`src/hw/rtl/ps2c_pkg.sv`:
```
// Shared types and constants for the dual-ring PS/2 controller.
package ps2c_pkg;

  localparam int unsigned CMD_W  = 3;
  localparam int unsigned BYTE_W = 8;

  // Item selector codes
  localparam logic [CMD_W-1:0] CMD_PUSH_KBD   = 3'd0;
  localparam logic [CMD_W-1:0] CMD_PUSH_AUX   = 3'd1;
  localparam logic [CMD_W-1:0] CMD_READ_DATA  = 3'd2;
  localparam logic [CMD_W-1:0] CMD_READ_STAT  = 3'd3;
  localparam logic [CMD_W-1:0] CMD_WRITE_DATA = 3'd4;
  localparam logic [CMD_W-1:0] CMD_WRITE_CMD  = 3'd5;

  // Controller commands
  localparam logic [BYTE_W-1:0] KC_WRITE_CMD_BYTE = 8'h60;
  localparam logic [BYTE_W-1:0] KC_AUX_DISABLE    = 8'hA7;
  localparam logic [BYTE_W-1:0] KC_AUX_ENABLE     = 8'hA8;
  localparam logic [BYTE_W-1:0] KC_KBD_DISABLE    = 8'hAD;
  localparam logic [BYTE_W-1:0] KC_KBD_ENABLE     = 8'hAE;
  localparam logic [BYTE_W-1:0] KC_AUX_WRITE      = 8'hD4;

  // Status bits
  localparam logic [BYTE_W-1:0] ST_OBF     = 8'h01;
  localparam logic [BYTE_W-1:0] ST_RESET   = 8'h10;
  localparam logic [BYTE_W-1:0] ST_AUX_OBF = 8'h20;

  // Config register indexes
  localparam logic REG_KBD_PRESENT = 1'b0;
  localparam logic REG_AUX_PRESENT = 1'b1;

  typedef struct packed {
    logic push;
    logic pop;
    logic rd_en;
  } ring_ctrl_t;

  typedef struct packed {
    logic empty;
    logic empty_next;
  } ring_stat_t;

  typedef struct packed {
    logic [BYTE_W-1:0] cmd_byte;
    logic              kbd_en;
    logic              aux_en;
    logic              aux_expect;
  } cmd_flags_t;

endpackage

```
`src/hw/rtl/ps2c_if.sv`:
```
// Item channel interfaces: request side and result side.
interface ps2c_in_if
  import ps2c_pkg::*;
();
  logic              valid;
  logic              ready;
  logic [CMD_W-1:0]  cmd;
  logic [BYTE_W-1:0] byte_in;

  modport source (output valid, output cmd, output byte_in, input ready);
  modport sink   (input valid, input cmd, input byte_in, output ready);
endinterface

interface ps2c_out_if
  import ps2c_pkg::*;
();
  logic              valid;
  logic              ready;
  logic [BYTE_W-1:0] read_byte;
  logic              irq_pulse;
  logic [BYTE_W-1:0] controller_command_byte;
  logic              kbd_port_enabled;
  logic              aux_port_enabled;
  logic              aux_write_expected;

  modport source (output valid, output read_byte, output irq_pulse,
                  output controller_command_byte, output kbd_port_enabled,
                  output aux_port_enabled, output aux_write_expected, input ready);
  modport sink   (input valid, input read_byte, input irq_pulse,
                  input controller_command_byte, input kbd_port_enabled,
                  input aux_port_enabled, input aux_write_expected, output ready);
endinterface

```
`src/hw/rtl/ps2c_ring.sv`:
```
// Byte ring: storage, read/write pointers, overwrite-oldest on full.
module ps2c_ring
  import ps2c_pkg::*;
#(
  parameter int unsigned RING_DEPTH = 64
) (
  input  logic              clk_i,
  input  logic              rst_ni,
  input  ring_ctrl_t        ctrl_i,
  input  logic [BYTE_W-1:0] wdata_i,
  output logic [BYTE_W-1:0] rdata_o,
  output ring_stat_t        stat_o
);

  localparam int unsigned PTR_W = $clog2(RING_DEPTH);
  localparam logic [PTR_W-1:0] PTR_LAST = PTR_W'(RING_DEPTH - 1);

  logic [BYTE_W-1:0] mem [RING_DEPTH];
  logic [BYTE_W-1:0] rdata_q;
  logic [PTR_W-1:0]  rd_q, rd_d, wr_q, wr_d;
  logic [PTR_W-1:0]  rd_nx, wr_nx;

  assign rd_nx = (rd_q == PTR_LAST) ? '0 : rd_q + 1'b1;
  assign wr_nx = (wr_q == PTR_LAST) ? '0 : wr_q + 1'b1;

  always_comb begin
    rd_d = rd_q;
    wr_d = wr_q;
    if (ctrl_i.push) begin
      wr_d = wr_nx;
      if (wr_nx == rd_q) begin
        rd_d = rd_nx;  // full: drop oldest
      end
    end else if (ctrl_i.pop) begin
      rd_d = rd_nx;
    end
  end

  always_ff @(posedge clk_i or negedge rst_ni) begin
    if (!rst_ni) begin
      rd_q <= '0;
      wr_q <= '0;
    end else begin
      rd_q <= rd_d;
      wr_q <= wr_d;
    end
  end

  always_ff @(posedge clk_i) begin
    if (ctrl_i.push) begin
      mem[wr_q] <= wdata_i;
    end
    if (ctrl_i.rd_en) begin
      rdata_q <= mem[rd_q];
    end
  end

  assign rdata_o           = rdata_q;
  assign stat_o.empty      = (rd_q == wr_q);
  assign stat_o.empty_next = (rd_d == wr_d);

endmodule

```
`src/hw/rtl/ps2c_cmd.sv`:
```
// Command decode: pending command, command byte and port flags.
module ps2c_cmd
  import ps2c_pkg::*;
(
  input  logic              clk_i,
  input  logic              rst_ni,
  input  logic              wr_data_i,
  input  logic              wr_cmd_i,
  input  logic [BYTE_W-1:0] byte_i,
  output cmd_flags_t        flags_d_o
);

  logic [BYTE_W-1:0] pending_q, pending_d;
  cmd_flags_t        flags_q, flags_d;

  always_comb begin
    pending_d = pending_q;
    flags_d   = flags_q;
    if (wr_data_i) begin
      if (pending_q == KC_WRITE_CMD_BYTE) begin
        flags_d.cmd_byte = byte_i;
      end
      pending_d = '0;
    end else if (wr_cmd_i) begin
      pending_d = byte_i;
      case (byte_i)
        KC_AUX_DISABLE: flags_d.aux_en     = 1'b0;
        KC_AUX_ENABLE:  flags_d.aux_en     = 1'b1;
        KC_KBD_DISABLE: flags_d.kbd_en     = 1'b0;
        KC_KBD_ENABLE:  flags_d.kbd_en     = 1'b1;
        KC_AUX_WRITE:   flags_d.aux_expect = 1'b1;
        default: ;
      endcase
    end
  end

  always_ff @(posedge clk_i or negedge rst_ni) begin
    if (!rst_ni) begin
      pending_q          <= '0;
      flags_q.cmd_byte   <= '0;
      flags_q.kbd_en     <= 1'b1;
      flags_q.aux_en     <= 1'b1;
      flags_q.aux_expect <= 1'b0;
    end else begin
      pending_q <= pending_d;
      flags_q   <= flags_d;
    end
  end

  assign flags_d_o = flags_d;

endmodule

```
`src/hw/rtl/ps2_controller_dual_fifo.sv`:
```
// Top level: 8042-style PS/2 controller with keyboard and mouse byte rings.
// Path: an accepted item's result passes the ring read register, then the
//   output register, before it can be taken.
// Throughput: one item per cycle while out_o is not stalled; set by the single ring read port per ring.
// Reset: rst_ni async low; pointers empty, status 0x10, both ports enabled,
//   both devices present. Ring contents are not cleared (no clearing pass).
module ps2_controller_dual_fifo
  import ps2c_pkg::*;
#(
  parameter int unsigned RING_DEPTH = 64
) (
  input  logic        clk_i,
  input  logic        rst_ni,
  // config port
  input  logic        psel,
  input  logic        penable,
  input  logic        pwrite,
  input  logic [2:0]  paddr,
  input  logic [31:0] pwdata,
  output logic [31:0] prdata,
  output logic        pready,
  // item channels
  ps2c_in_if.sink     in_i,
  ps2c_out_if.source  out_o
);

  // ---------------- config registers ----------------
  logic kbd_present_q, aux_present_q;
  logic cfg_we;

  assign pready = 1'b1;
  assign cfg_we = psel && penable && pwrite;

  always_ff @(posedge clk_i or negedge rst_ni) begin
    if (!rst_ni) begin
      kbd_present_q <= 1'b1;
      aux_present_q <= 1'b1;
    end else if (cfg_we) begin
      case (paddr[2])
        REG_KBD_PRESENT: kbd_present_q <= pwdata[0];
        REG_AUX_PRESENT: aux_present_q <= pwdata[0];
        default: ;
      endcase
    end
  end

  always_comb begin
    case (paddr[2])
      REG_KBD_PRESENT: prdata = {31'b0, kbd_present_q};
      REG_AUX_PRESENT: prdata = {31'b0, aux_present_q};
      default:         prdata = '0;
    endcase
  end

  // ---------------- handshake ----------------
  // s1 holds an accepted item while the ring read data lands; out holds the
  // finished result. s1 advances whenever the output register is free.
  logic s1_valid_q, s1_adv, accept;
  logic out_valid_q;

  assign s1_adv    = s1_valid_q && (!out_valid_q || out_o.ready);
  assign in_i.ready = !s1_valid_q || s1_adv;
  assign accept    = in_i.valid && in_i.ready;

  // ---------------- item decode ----------------
  logic is_push_k, is_push_a, is_rd, is_stat, is_wdata, is_wcmd;

  assign is_push_k = accept && (in_i.cmd == CMD_PUSH_KBD) && kbd_present_q;
  assign is_push_a = accept && (in_i.cmd == CMD_PUSH_AUX) && aux_present_q;
  assign is_rd     = accept && (in_i.cmd == CMD_READ_DATA);
  assign is_stat   = accept && (in_i.cmd == CMD_READ_STAT);
  assign is_wdata  = accept && (in_i.cmd == CMD_WRITE_DATA);
  assign is_wcmd   = accept && (in_i.cmd == CMD_WRITE_CMD);

  // ---------------- rings ----------------
  ring_ctrl_t        kbd_ctrl, aux_ctrl;
  ring_stat_t        kbd_stat, aux_stat;
  logic [BYTE_W-1:0] kbd_rdata, aux_rdata;

  // Keyboard ring drains first on a data read.
  assign kbd_ctrl.push  = is_push_k;
  assign kbd_ctrl.pop   = is_rd && !kbd_stat.empty;
  assign kbd_ctrl.rd_en = accept;
  assign aux_ctrl.push  = is_push_a;
  assign aux_ctrl.pop   = is_rd && kbd_stat.empty && !aux_stat.empty;
  assign aux_ctrl.rd_en = accept;

  ps2c_ring #(.RING_DEPTH(RING_DEPTH)) u_kbd_ring (
    .clk_i   (clk_i),
    .rst_ni  (rst_ni),
    .ctrl_i  (kbd_ctrl),
    .wdata_i (in_i.byte_in),
    .rdata_o (kbd_rdata),
    .stat_o  (kbd_stat)
  );

  ps2c_ring #(.RING_DEPTH(RING_DEPTH)) u_aux_ring (
    .clk_i   (clk_i),
    .rst_ni  (rst_ni),
    .ctrl_i  (aux_ctrl),
    .wdata_i (in_i.byte_in),
    .rdata_o (aux_rdata),
    .stat_o  (aux_stat)
  );

  // ---------------- command / flags ----------------
  cmd_flags_t flags_d;

  ps2c_cmd u_cmd (
    .clk_i     (clk_i),
    .rst_ni    (rst_ni),
    .wr_data_i (is_wdata),
    .wr_cmd_i  (is_wcmd),
    .byte_i    (in_i.byte_in),
    .flags_d_o (flags_d)
  );

  // ---------------- status / irq ----------------
  // Status always tracks the ring pointers, so it is derived, not stored.
  logic [BYTE_W-1:0] status_byte;
  logic              irq_d;

  always_comb begin
    status_byte = ST_RESET;
    if (!kbd_stat.empty || !aux_stat.empty) begin
      status_byte = status_byte | ST_OBF;
    end
    if (kbd_stat.empty && !aux_stat.empty) begin
      status_byte = status_byte | ST_AUX_OBF;
    end
  end

  assign irq_d = (is_push_k || is_push_a || is_rd) &&
                 !(kbd_stat.empty_next && aux_stat.empty_next);

  // ---------------- stage 1 ----------------
  logic              s1_src_k_q, s1_src_a_q, s1_irq_q;
  logic [BYTE_W-1:0] s1_byte_q;
  cmd_flags_t        s1_flags_q;

  always_ff @(posedge clk_i or negedge rst_ni) begin
    if (!rst_ni) begin
      s1_valid_q <= 1'b0;
    end else if (accept) begin
      s1_valid_q <= 1'b1;
    end else if (s1_adv) begin
      s1_valid_q <= 1'b0;
    end
  end

  always_ff @(posedge clk_i) begin
    if (accept) begin
      s1_src_k_q <= kbd_ctrl.pop;
      s1_src_a_q <= aux_ctrl.pop;
      s1_irq_q   <= irq_d;
      s1_byte_q  <= is_stat ? status_byte : '0;
      s1_flags_q <= flags_d;
    end
  end

  // ---------------- output register ----------------
  logic [BYTE_W-1:0] rb_d, out_rb_q;
  logic              out_irq_q;
  cmd_flags_t        out_flags_q;

  assign rb_d = s1_src_k_q ? kbd_rdata :
                s1_src_a_q ? aux_rdata : s1_byte_q;

  always_ff @(posedge clk_i or negedge rst_ni) begin
    if (!rst_ni) begin
      out_valid_q <= 1'b0;
    end else if (s1_adv) begin
      out_valid_q <= 1'b1;
    end else if (out_o.ready) begin
      out_valid_q <= 1'b0;
    end
  end

  always_ff @(posedge clk_i) begin
    if (s1_adv) begin
      out_rb_q    <= rb_d;
      out_irq_q   <= s1_irq_q;
      out_flags_q <= s1_flags_q;
    end
  end

  assign out_o.valid                   = out_valid_q;
  assign out_o.read_byte               = out_rb_q;
  assign out_o.irq_pulse               = out_irq_q;
  assign out_o.controller_command_byte = out_flags_q.cmd_byte;
  assign out_o.kbd_port_enabled        = out_flags_q.kbd_en;
  assign out_o.aux_port_enabled        = out_flags_q.aux_en;
  assign out_o.aux_write_expected      = out_flags_q.aux_expect;

endmodule

```
`src/flat_wrapper.sv`:
```
// flat-port wrapper written by rule: the top's interface ports become plain ports
module ps2_controller_dual_fifo_flat import ps2c_pkg::*;
#(
  parameter int unsigned RING_DEPTH = 64
)
  (clk_i, rst_ni, psel, penable, pwrite, paddr, pwdata, prdata, pready, in_i_valid, in_i_cmd, in_i_byte_in, in_i_ready, out_o_valid, out_o_read_byte, out_o_irq_pulse, out_o_controller_command_byte, out_o_kbd_port_enabled, out_o_aux_port_enabled, out_o_aux_write_expected, out_o_ready);
  ps2c_in_if in_i_i ();
  ps2c_out_if out_o_i ();
  input  logic clk_i;
  input  logic rst_ni;
  input  logic psel;
  input  logic penable;
  input  logic pwrite;
  input  logic [2:0] paddr;
  input  logic [31:0] pwdata;
  output logic [31:0] prdata;
  output logic pready;
  input wire logic [$bits(in_i_i.valid)-1:0] in_i_valid;
  input wire logic [$bits(in_i_i.cmd)-1:0] in_i_cmd;
  input wire logic [$bits(in_i_i.byte_in)-1:0] in_i_byte_in;
  output wire logic [$bits(in_i_i.ready)-1:0] in_i_ready;
  output wire logic [$bits(out_o_i.valid)-1:0] out_o_valid;
  output wire logic [$bits(out_o_i.read_byte)-1:0] out_o_read_byte;
  output wire logic [$bits(out_o_i.irq_pulse)-1:0] out_o_irq_pulse;
  output wire logic [$bits(out_o_i.controller_command_byte)-1:0] out_o_controller_command_byte;
  output wire logic [$bits(out_o_i.kbd_port_enabled)-1:0] out_o_kbd_port_enabled;
  output wire logic [$bits(out_o_i.aux_port_enabled)-1:0] out_o_aux_port_enabled;
  output wire logic [$bits(out_o_i.aux_write_expected)-1:0] out_o_aux_write_expected;
  input wire logic [$bits(out_o_i.ready)-1:0] out_o_ready;
  assign in_i_i.valid = in_i_valid;
  assign in_i_i.cmd = in_i_cmd;
  assign in_i_i.byte_in = in_i_byte_in;
  assign in_i_ready = in_i_i.ready;
  assign out_o_valid = out_o_i.valid;
  assign out_o_read_byte = out_o_i.read_byte;
  assign out_o_irq_pulse = out_o_i.irq_pulse;
  assign out_o_controller_command_byte = out_o_i.controller_command_byte;
  assign out_o_kbd_port_enabled = out_o_i.kbd_port_enabled;
  assign out_o_aux_port_enabled = out_o_i.aux_port_enabled;
  assign out_o_aux_write_expected = out_o_i.aux_write_expected;
  assign out_o_i.ready = out_o_ready;
  ps2_controller_dual_fifo #(.RING_DEPTH(RING_DEPTH)) u_core (.clk_i(clk_i), .rst_ni(rst_ni), .psel(psel), .penable(penable), .pwrite(pwrite), .paddr(paddr), .pwdata(pwdata), .prdata(prdata), .pready(pready), .in_i(in_i_i), .out_o(out_o_i));
endmodule
```
`config.mk`:
```
export PLATFORM = sky130hd
export DESIGN_NAME = ps2_controller_dual_fifo_flat
export DESIGN_NICKNAME = d
export VERILOG_FILES = /design/src/hw/rtl/ps2c_pkg.sv /design/src/hw/rtl/ps2c_if.sv /design/src/hw/rtl/ps2c_ring.sv /design/src/hw/rtl/ps2c_cmd.sv /design/src/hw/rtl/ps2_controller_dual_fifo.sv /design/src/flat_wrapper.sv
export SDC_FILE = /design/constraint.sdc
export NUM_CORES = 1
export LEC_CHECK = 0
export ABC_AREA = 1
export BUFFER_PORTS_ARGS = -buffer_cell sky130_fd_sc_hd__buf_2
export CELL_PAD_IN_SITES_DETAIL_PLACEMENT = 1
export CELL_PAD_IN_SITES_GLOBAL_PLACEMENT = 1
export CORE_UTILIZATION = 40
export DETAILED_ROUTE_END_ITERATION = 10
export MAX_ROUTING_LAYER = met4
export PLACE_DENSITY_LB_ADDON = 0.2
export SKIP_LAST_GASP = 1
export SYNTH_ARGS = -nofsm -noshare
export SYNTH_HDL_FRONTEND = slang
export SYNTH_SLANG_ARGS = --single-unit
```
`constraint.sdc`:
```
create_clock -name clk_i -period 7.6 [get_ports clk_i]
set_clock_uncertainty 0.05 [all_clocks]
set_input_delay 1.52 -clock clk_i [delete_from_list [all_inputs] [get_ports clk_i]]
set_output_delay 1.52 -clock clk_i [all_outputs]
set_load 0.005 [all_outputs]
```
# Yosys cells after proc, flatten, opt, wreduce, memory -nomap -nowiden

Memories as Yosys holds them, arrays and structs flattened. A register that Yosys moved wholly into a read port is not among the register bits.
Index checks and enable logic that the tools add are counted.

Register bits after elaboration: 89
Bits of input ports: 53
Memories: 2
Memory bits (writable): 1024
Word-level logic and storage cells: 123
Output and inout bits: 55

Bitwise gates (word level): 1
Eq/ne operators: 21
Reductions and logical operators: 34
$add $sub $neg: 4
Mux-type cells: 34

Memory list:

| memory                | words | width | read ports | clocked after memory_dff | wr ports | RTL line        | source |
|---|---|---|---|---|---|---|---|
| u_core.u_aux_ring.mem | 64    | 8     | 1          | 1                        | 1        | ps2c_ring.sv:18 | `logic [BYTE_W-1:0] mem [RING_DEPTH];` |
| u_core.u_kbd_ring.mem | 64    | 8     | 1          | 1                        | 1        | ps2c_ring.sv:18 |  |

Operator list:

| operator            | number |
|---|---|
| $mux 6              | 13 |
| $pmux 32 s2         | 1 |
| $mux 8              | 6 |
| $eq 8x8->1 const B  | 5 |
| $eq 6x6->1          | 6 |
| $add 6x1->6 const B | 4 |
| $eq 6x6->1 const B  | 4 |
| $logic_and 1x1->1   | 18 |
| $mux 1              | 10 |
| $eq 8x7->1 const B  | 1 |
| $eq 3x2->1 const B  | 2 |
| $eq 3x3->1 const B  | 2 |
| $mux 3              | 2 |
| $reduce_bool 2->1   | 3 |
| $logic_not 1->1     | 5 |
| $logic_or 1x1->1    | 5 |
| $pmux 1 s2          | 2 |
| $reduce_and 2->1    | 2 |
| $eq 3x1->1 const B  | 1 |
| $logic_not 3->1     | 1 |
| $not 1->1           | 1 |

# Logic depth before layout (Yosys ltp)

Gate-level depths: netlist of the first run.

Word-level depth: 14
Depth in mapped cells: 20
Gate-level depth less buffers: 20

# Hierarchy

Synthesis of the first run repeated with hierarchy kept, for this count alone.

Cell total of the unflattened synthesis: 3696
Area, all modules: 46096.7 um2

Modules (own cells, without submodules):

| module                         | cells an instance | area an instance (um2) | seq. area each (um2) | times used |
|---|---|---|---|---|
| ps2c_ring at u_core.u_kbd_ring | 1730              | 21758.4                | 15915.3              | 1 |
| ps2c_ring at u_core.u_aux_ring | 1707              | 21637.0                | 15915.3              | 1 |
| ps2_controller_dual_fifo       | 154               | 1826.8                 | 1213.7               | 1 |
| ps2c_cmd                       | 105               | 874.6                  | 478.0                | 1 |

# Worst setup path before layout of the first run

No wires, ideal clock.

Path type: input-to-reg
From: in out_o_ready
To: mem u_core.u_kbd_ring.mem[10][0] (enable)
Arrival: 3.736 ns
Slack: 3.443 ns
Buffers on the path: 2
Required time: 7.179 ns
Stages: 10
Library setup time: 0.371 ns
Cell sequence: inv_1 -> nand3_2 -> nand2_4 -> inv_1 -> nand2_1 -> buf_4 -> inv_2 -> buf_2 -> nand4_1 -> nor2_1

Word-level cells in the longest chain between the ends: 8

RTL lines:

| item                            | RTL line                       | source |
|---|---|---|
| from (decl)                     | flat_wrapper.sv:29             | `input wire logic [$bits(out_o_i.ready)-1:0] out_o_ready;` |
| $logic_or 1x1->1                | ps2_controller_dual_fifo.sv:61 | `assign s1_adv = s1_valid_q && (!out_valid_q \|\| out_o.ready);` |
| $logic_and 1x1->1               | ps2_controller_dual_fifo.sv:61 |  |
| $logic_or 1x1->1                | ps2_controller_dual_fifo.sv:62 | `assign in_i.ready = !s1_valid_q \|\| s1_adv;` |
| named net in_i_ready            | flat_wrapper.sv:21             | `output wire logic [$bits(in_i_i.ready)-1:0] in_i_ready;` |
| $logic_and 1x1->1               | ps2_controller_dual_fifo.sv:63 | `assign accept = in_i.valid && in_i.ready;` |
| named net u_core.accept         | ps2_controller_dual_fifo.sv:58 | `logic s1_valid_q, s1_adv, accept;` |
| $logic_and 1x1->1 (2 in series) | ps2_controller_dual_fifo.sv:68 | `assign is_push_k = accept && (in_i.cmd == CMD_PUSH_KBD) && kbd_present_q;` |
| $mux 1                          | ps2c_ring.sv:50                | `if (ctrl_i.push) begin` |
| $mux 1 (not written as such)    | ps2c_ring.sv:51                | `mem[wr_q] <= wdata_i;` |
| to (decl)                       | ps2c_ring.sv:18                |  |

The timed path passes the listed nets, and every way through them passes these cells.

# Worst setup path after layout of the first run

From: in in_i_cmd[1]
To: mem u_core.u_kbd_ring.mem[36][2] (enable)

Word-level cells in the longest chain between the ends: 5

RTL lines:

| item                            | RTL line                       | source |
|---|---|---|
| from (decl)                     | flat_wrapper.sv:19             | `input wire logic [$bits(in_i_i.cmd)-1:0] in_i_cmd;` |
| $logic_not 3->1                 | ps2_controller_dual_fifo.sv:68 |  |
| $logic_and 1x1->1 (2 in series) | ps2_controller_dual_fifo.sv:68 |  |
| $mux 1                          | ps2c_ring.sv:50                |  |
| $mux 1 (not written as such)    | ps2c_ring.sv:51                |  |

Every way passes these cells.

==> flow_metrics.env, run 1 <==
export IMPL_drc=0
export IMPL_floorplan_initialDensity_pct=40.3
export IMPL_netlist_top_cells_area="edfxtp_1, o21ai_0, nor2_1"
export IMPL_critPathBufInv=3
export IMPL_cts_tree="built"
export IMPL_coreArea_um2=112000
export IMPL_ir_drop_v=0.000279
export IMPL_post_cts_buffers=0
export IMPL_criticalPathCategory="input pin to flop"
export IMPL_h_tree_depth=3
export IMPL_cp_required_ns=7.88
export IMPL_dp_cells=4839
export IMPL_netlist_instances=3478
export IMPL_mostFrequentLayoutCells="edfxtp_1, nor2_1, o21ai_0"
export IMPL_worst_pin_slew_ns=1.07
export IMPL_worstSetupStartpointType="input pin"
export IMPL_cts_resized=0
export IMPL_slew_violations=0
export IMPL_post_drt_via_cell_ratio=5.67
export IMPL_slowest_stage="nor2_1"
export IMPL_fmax_ghz=0.229
export IMPL_end_kind="flop"
export IMPL_grt_ovfl_total=0
export IMPL_hold_class="flop to flop"
export IMPL_yosysTopAreaCell="edfxtp_1"
export IMPL_cap_violations=0
export IMPL_ys_ff_latch=1124
export IMPL_cp_cell_sequence="buf_2 > inv_1 > nand2_1 > nor2_1 > nand2_1 > inv_2 > nand4_1 > nor2_1"
export IMPL_setup_viol=0
export IMPL_yosysSeqAreaShare_pct=74.0
export IMPL_n_antenna_cell=0
export IMPL_netlist_area_um2=45300
export IMPL_synthToLayoutAreaGrowth_pct=11.3
export IMPL_fp_dieW_um=338
export IMPL_die_h_um=338
export IMPL_period_minus_slack_ns=4.38
export IMPL_drt_pre_antenna_iters=5
export IMPL_relSlewSlack_pct=28.5
export IMPL_p_leak_nw=16.1
export IMPL_cts_clk_slew_worst_paths_ns=0.06
export IMPL_gp_congestion=0.875
export IMPL_cts_buffers=114
export IMPL_finalSetupTns_ns=0
export IMPL_clk_path_buf_depth=3
export IMPL_cts_num_sinks=1124
export IMPL_synth_cell_type_count=54
export IMPL_nNetsFinal=3512
export IMPL_antenna_found_initial=1
export IMPL_yosysTopAreaCellShare_pct=71.4
export IMPL_placed_area_um2=46800
export IMPL_cp_top_family="simple AND/OR/NAND/NOR gates"
export IMPL_arrival_ns=4.66
export IMPL_vias=28655
export IMPL_crit_path_max_incr_delay_ns=1.04
export IMPL_grt_max_degree=173
export IMPL_grt_pass1_vias=29504
export IMPL_grt_pass1_wl_um=194000
export IMPL_fin_area_um2=50400
export IMPL_total_power_mw=16.7
export IMPL_mostFrequentLayoutCell="edfxtp_1"
export IMPL_utilization_pct=44.8
export IMPL_syn_mean_instance_area_um2=13.0
export IMPL_cp_max_fo=18
export IMPL_whs_ns=0.368
export IMPL_power_density_nw_per_um2=332
export IMPL_ys_warnings_count=0
export IMPL_dieArea_um2=115000
export IMPL_rows=123
export IMPL_initialDrtViolationCount=2473
export IMPL_hold_viol_final=0
export IMPL_ios=108
export IMPL_synthArstFlopShare_pct=4.18
export IMPL_setup_slack_ns=3.22
export IMPL_dpl_hpwl_um=76800
export IMPL_outcome="completed"
export IMPL_ant_nets=0
export IMPL_track_usage_pct=23.2
export IMPL_cts_hold_buf=0
export IMPL_post_place_ws_ns=2.42
export IMPL_clk_latency_ns=0.71
export IMPL_final_cells=5051
export IMPL_synth_edff_count=1077
export IMPL_port_buffers=42
export IMPL_finalCritPeriodShare_pct=57.6
export IMPL_ys_flop_type="edfxtp_1"
export IMPL_drive_gt1_share_pct=9.49
export IMPL_routedWlPerCell_um=25.8
export IMPL_grt_setup_unrepaired="false"
export IMPL_routed_wirelength_um=130000
export IMPL_ctsRootBufferMaster="clkbuf_16"
[Yosys cell counts, types with 16 or more instances]
library cell	instances
edfxtp_1	1077
nor2_1	453
o21ai_0	366
nand2_1	337
a21oi_1	292
clkbuf_1	168
o221ai_1	155
o22ai_1	131
nand3_1	113
inv_1	69
dfrtp_1	43
buf_4	40
buf_2	36
nand4_1	22
inv_2	20
nand2_2	20
nor3_1	16
[cells by family after synthesis]
kind of cell | count (synthesis) | synth area share, %
simple gates | 999 | 9.40
flops | 1124 | 74.0
compound gates | 986 | 12.8
other cells | 2 | 0.0166
xor+xnor | 10 | 0.193
buf+inv | 353 | 3.44
fa+ha+maj | 4 | 0.111
[report_power, final]
group          leakage [nW]  switching (mW)  total, mW  internal [mW]
clock network          1.74            2.38       5.51           3.12
logic                  4.06            2.96       4.02           1.05
registers              10.3           0.257       7.21           6.96
total                  16.1            5.60       16.7           11.1
[worst reg2reg max path: stages (launching register included)]
cell	delay [ns]
dfrtp_4	0.79
buf_4	0.59
buf_4	0.80
o21ai_0	0.25
o22ai_1	0.25
nor2_1	0.07
o311ai_1	0.69
o211ai_1	0.27
nand2_1	0.19
[flip-flops by register name (all words and copies together) (netlist names), 3 cells and up]
signal,count
u_core.u_aux_ring.mem,512
u_core.u_kbd_ring.mem,512
u_core.s1_flags_q,11
u_core.u_cmd.flags_q,11
u_core.out_o.controller_command_byte,8
u_core.out_o.read_byte,8
u_core.u_aux_ring.rdata_o,8
u_core.u_cmd.pending_q,8
u_core.u_kbd_ring.rdata_o,8
u_core.u_aux_ring.rd_q,6
u_core.u_aux_ring.wr_q,6
u_core.u_kbd_ring.rd_q,6
u_core.u_kbd_ring.wr_q,6
u_core.s1_byte_q,3
[final timing paths]
path                            slack [ns]                                      end                       from  cells after the start
worst max register to register        3.50             u_core.u_kbd_ring.rdata_o[6]  u_core.u_kbd_ring.rd_q[0]                      8
max in group asynchronous             6.04                u_core.u_kbd_ring.rd_q[1]                     rst_ni                      2
min in group asynchronous             0.91                  u_core.u_cmd.flags_q[7]                     rst_ni                      2
worst min-delay path                  0.37  u_core.out_o.controller_command_byte[7]      u_core.s1_flags_q[10]                      0
worst min register to register        0.37  u_core.out_o.controller_command_byte[7]      u_core.s1_flags_q[10]                      0
worst max-delay path                  3.22             u_core.u_kbd_ring.mem[36][2]                in_i_cmd[1]                      8
[layer usage]
| layer | global-route usage (%) | up-vias | part of all wire (%) |
|---|---|---|---|
| met1 | 30.7 | 14907 | 44 |
| met3 | 2.65 | 184 | 3.8 |
| met4 | 5.60 | 0 | 2.1 |
| met5 | - | - | 0 |
| met2 | 38.3 | 605 | 50 |
| li1 | - | 12959 | - |
[layout make-up]
| class | count | area, um^2 |
|---|---|---|
| clock buffer | 151 | 3050 |
| clock inverter | 61 | 558 |
| fill | 11524 | 62000 |
| inverter | 93 | 363 |
| multi-input combinational | 2031 | 10400 |
| sequential | 1124 | 33500 |
| tap | 1500 | 1880 |
| timing repair buffer | 91 | 636 |
No activity file was read; power rests on OpenSTA's default activity.
==> inputs of run 2 (changes only) <==
==> constraint.sdc (replaced) <==
create_clock -name clk_i -period 3.8 [get_ports clk_i]
set_clock_uncertainty 0.05 [all_clocks]
set_input_delay 0.76 -clock clk_i [delete_from_list [all_inputs] [get_ports clk_i]]
set_output_delay 0.76 -clock clk_i [all_outputs]
set_load 0.005 [all_outputs]
==> flow_metrics.env, run 2 (synthesis gave the netlist of run 1 again) <==
export IMPL_outcome="completed"
export IMPL_rows=123
export IMPL_ios=108
export IMPL_worstSetupStartpointType="flop"
export IMPL_slew_violations=0
export IMPL_hold_class="input pin to asynchronous set/reset pin"
export IMPL_routedWlPerCell_um=25.0
export IMPL_post_drt_via_cell_ratio=5.58
export IMPL_dpl_hpwl_um=78500
export IMPL_top_regs="u_core.u_aux_ring.mem (512), u_core.u_kbd_ring.mem (512)"
export IMPL_floorplan_initialDensity_pct=40.3
export IMPL_drive_gt1_share_pct=13.8
export IMPL_ctsRootBufferMaster="clkbuf_16"
export IMPL_slowest_stage="dfrtp_4"
export IMPL_internal_power_mw=23.0
export IMPL_grt_pass1_wl_um=194000
export IMPL_cts_buffers=119
export IMPL_criticalPathCategory="flop to flop"
export IMPL_dieArea_um2=115000
export IMPL_initialDrtViolationCount=1985
export IMPL_drt_pre_antenna_iters=7
export IMPL_vias=29124
export IMPL_crit_path_max_incr_delay_ns=0.63
export IMPL_clk_path_buf_depth=3
export IMPL_arrival_ns=3.45
export IMPL_antenna_found_initial=3
export IMPL_utilization_pct=46.3
export IMPL_finalCritPeriodShare_pct=80.5
export IMPL_hold_viol_final=0
export IMPL_sw_frac_of_total_pct=33.0
export IMPL_track_usage_pct=23.2
export IMPL_cp_max_fo=36
export IMPL_seqPwrFrac_pct=42.0
export IMPL_dp_cells=4990
export IMPL_h_tree_depth=3
export IMPL_worst_pin_slew_ns=0.890
export IMPL_clk_latency_ns=0.71
export IMPL_pwr_share_comb_pct=24.2
export IMPL_routed_wirelength_um=130000
export IMPL_finalSetupTns_ns=0
export IMPL_p_sw_mw=11.3
export IMPL_grt_ovfl_total=0
export IMPL_grt_max_degree=129
export IMPL_p_leak_nw=17.1
export IMPL_cp_required_ns=4.20
export IMPL_die_h_um=338
export IMPL_p_clk_share_pct=33.8
export IMPL_ant_nets=0
export IMPL_nFillCells=11435
export IMPL_cap_violations=0
export IMPL_grt_setup_unrepaired="false"
export IMPL_cts_hold_buf=0
export IMPL_end_kind="flop"
export IMPL_cts_resized=0
export IMPL_fmax_ghz=0.327
export IMPL_relSlewSlack_pct=40.4
export IMPL_cts_tree="built"
export IMPL_period_minus_slack_ns=3.06
export IMPL_total_power_mw=34.3
export IMPL_cts_clk_slew_worst_paths_ns=0.06
export IMPL_cts_num_sinks=1124
export IMPL_nNetsFinal=3668
export IMPL_power_density_nw_per_um2=660
export IMPL_mostFrequentLayoutCells="edfxtp_1, nor2_1, o21ai_0"
export IMPL_drc=0
export IMPL_coreArea_um2=112000
export IMPL_fp_dieW_um=338
export IMPL_grt_pass1_vias=30232
export IMPL_cp_cell_sequence="inv_4 > buf_4 > o22ai_1 > nor2_1 > nand3_1 > nand3_4 > nand2_4 > nand2_1 > nand2_1 > nand2_1 > nand2_1 > nor2_1 > nand3_1 > nor2_1 > nor2_1"
export IMPL_gp_congestion=0.863
export IMPL_port_buffers=42
export IMPL_synthToLayoutAreaGrowth_pct=14.9
export IMPL_ir_drop_v=0.000535
export IMPL_final_cells=5215
export IMPL_mostFrequentLayoutCell="edfxtp_1"
export IMPL_setup_viol=0
export IMPL_post_cts_buffers=0
==> run 2: final cells by class <==
class                   instances  area [um^2]  area share (%)
clock inverters                82          801            1.54
inverters                      93          363           0.697
flip-flops and latches       1124        33500            64.5
multi-input cells            2031        10300            19.9
repair buffers                242         2010            3.86
well taps                    1500         1880            3.61
clock buffers                 141         3100            5.96
diodes                          2         5.00         0.00962
==> run 2: layer usage <==
layer  GRT usage, %  wire length (um)  up-vias
li1               -                 -    13245
met1           29.8             55900    14980
met2           38.1             64500      654
met3           3.22              5530      245
met4           7.52              4280        0
met5              -                 0        -
==> run 2: metrics by stage <==
step	cell area (um^2)	hold slack (ns)	worst slack, ns
2_1_floorplan	45400	0.350	0.403
3_3_place_gp	48100	0.354	0.462
3_5_place_dp	48100	0.361	0.451
4_1_cts	52000	0.0270	0.702
5_1_grt	52000	0.0619	0.531
6_report	52000	0.0411	0.742
==> run 2: final timing paths <==
kind                                      startpoint                                      end  slack [ns]  cells after the start
hold / removal                                rst_ni                u_core.u_kbd_ring.wr_q[1]        0.04                      1
max in group asynchronous                     rst_ni                  u_core.u_cmd.flags_q[2]        2.86                      2
hold reg to reg                 u_core.s1_flags_q[8]  u_core.out_o.controller_command_byte[5]        0.38                      0
setup reg to reg           u_core.u_aux_ring.rd_q[0]                          u_core.s1_irq_q        0.74                     15
min in group clk_i                          paddr[2]                     u_core.aux_present_q        0.17                      2
setup / recovery           u_core.u_aux_ring.rd_q[0]                          u_core.s1_irq_q        0.74                     15
==> run 2: critical path: cells and delay by family (launching register included) <==
kind	cells	cell delay (ns)
simple gates	12	1.43
flops	1	0.63
buf+inv	2	0.56
compound gates	1	0.14
==> run 2: power by group through the flow <==
stage               registers, mW  logic [mW]  clock network [mW]
floorplan                    14.3        5.25                   0
global placement             14.7        8.22                   0
detailed placement           14.7        8.32                   0
CTS                          14.4        8.38                11.8
global route                 14.5        9.05                12.2
finish                       14.4        8.30                11.6
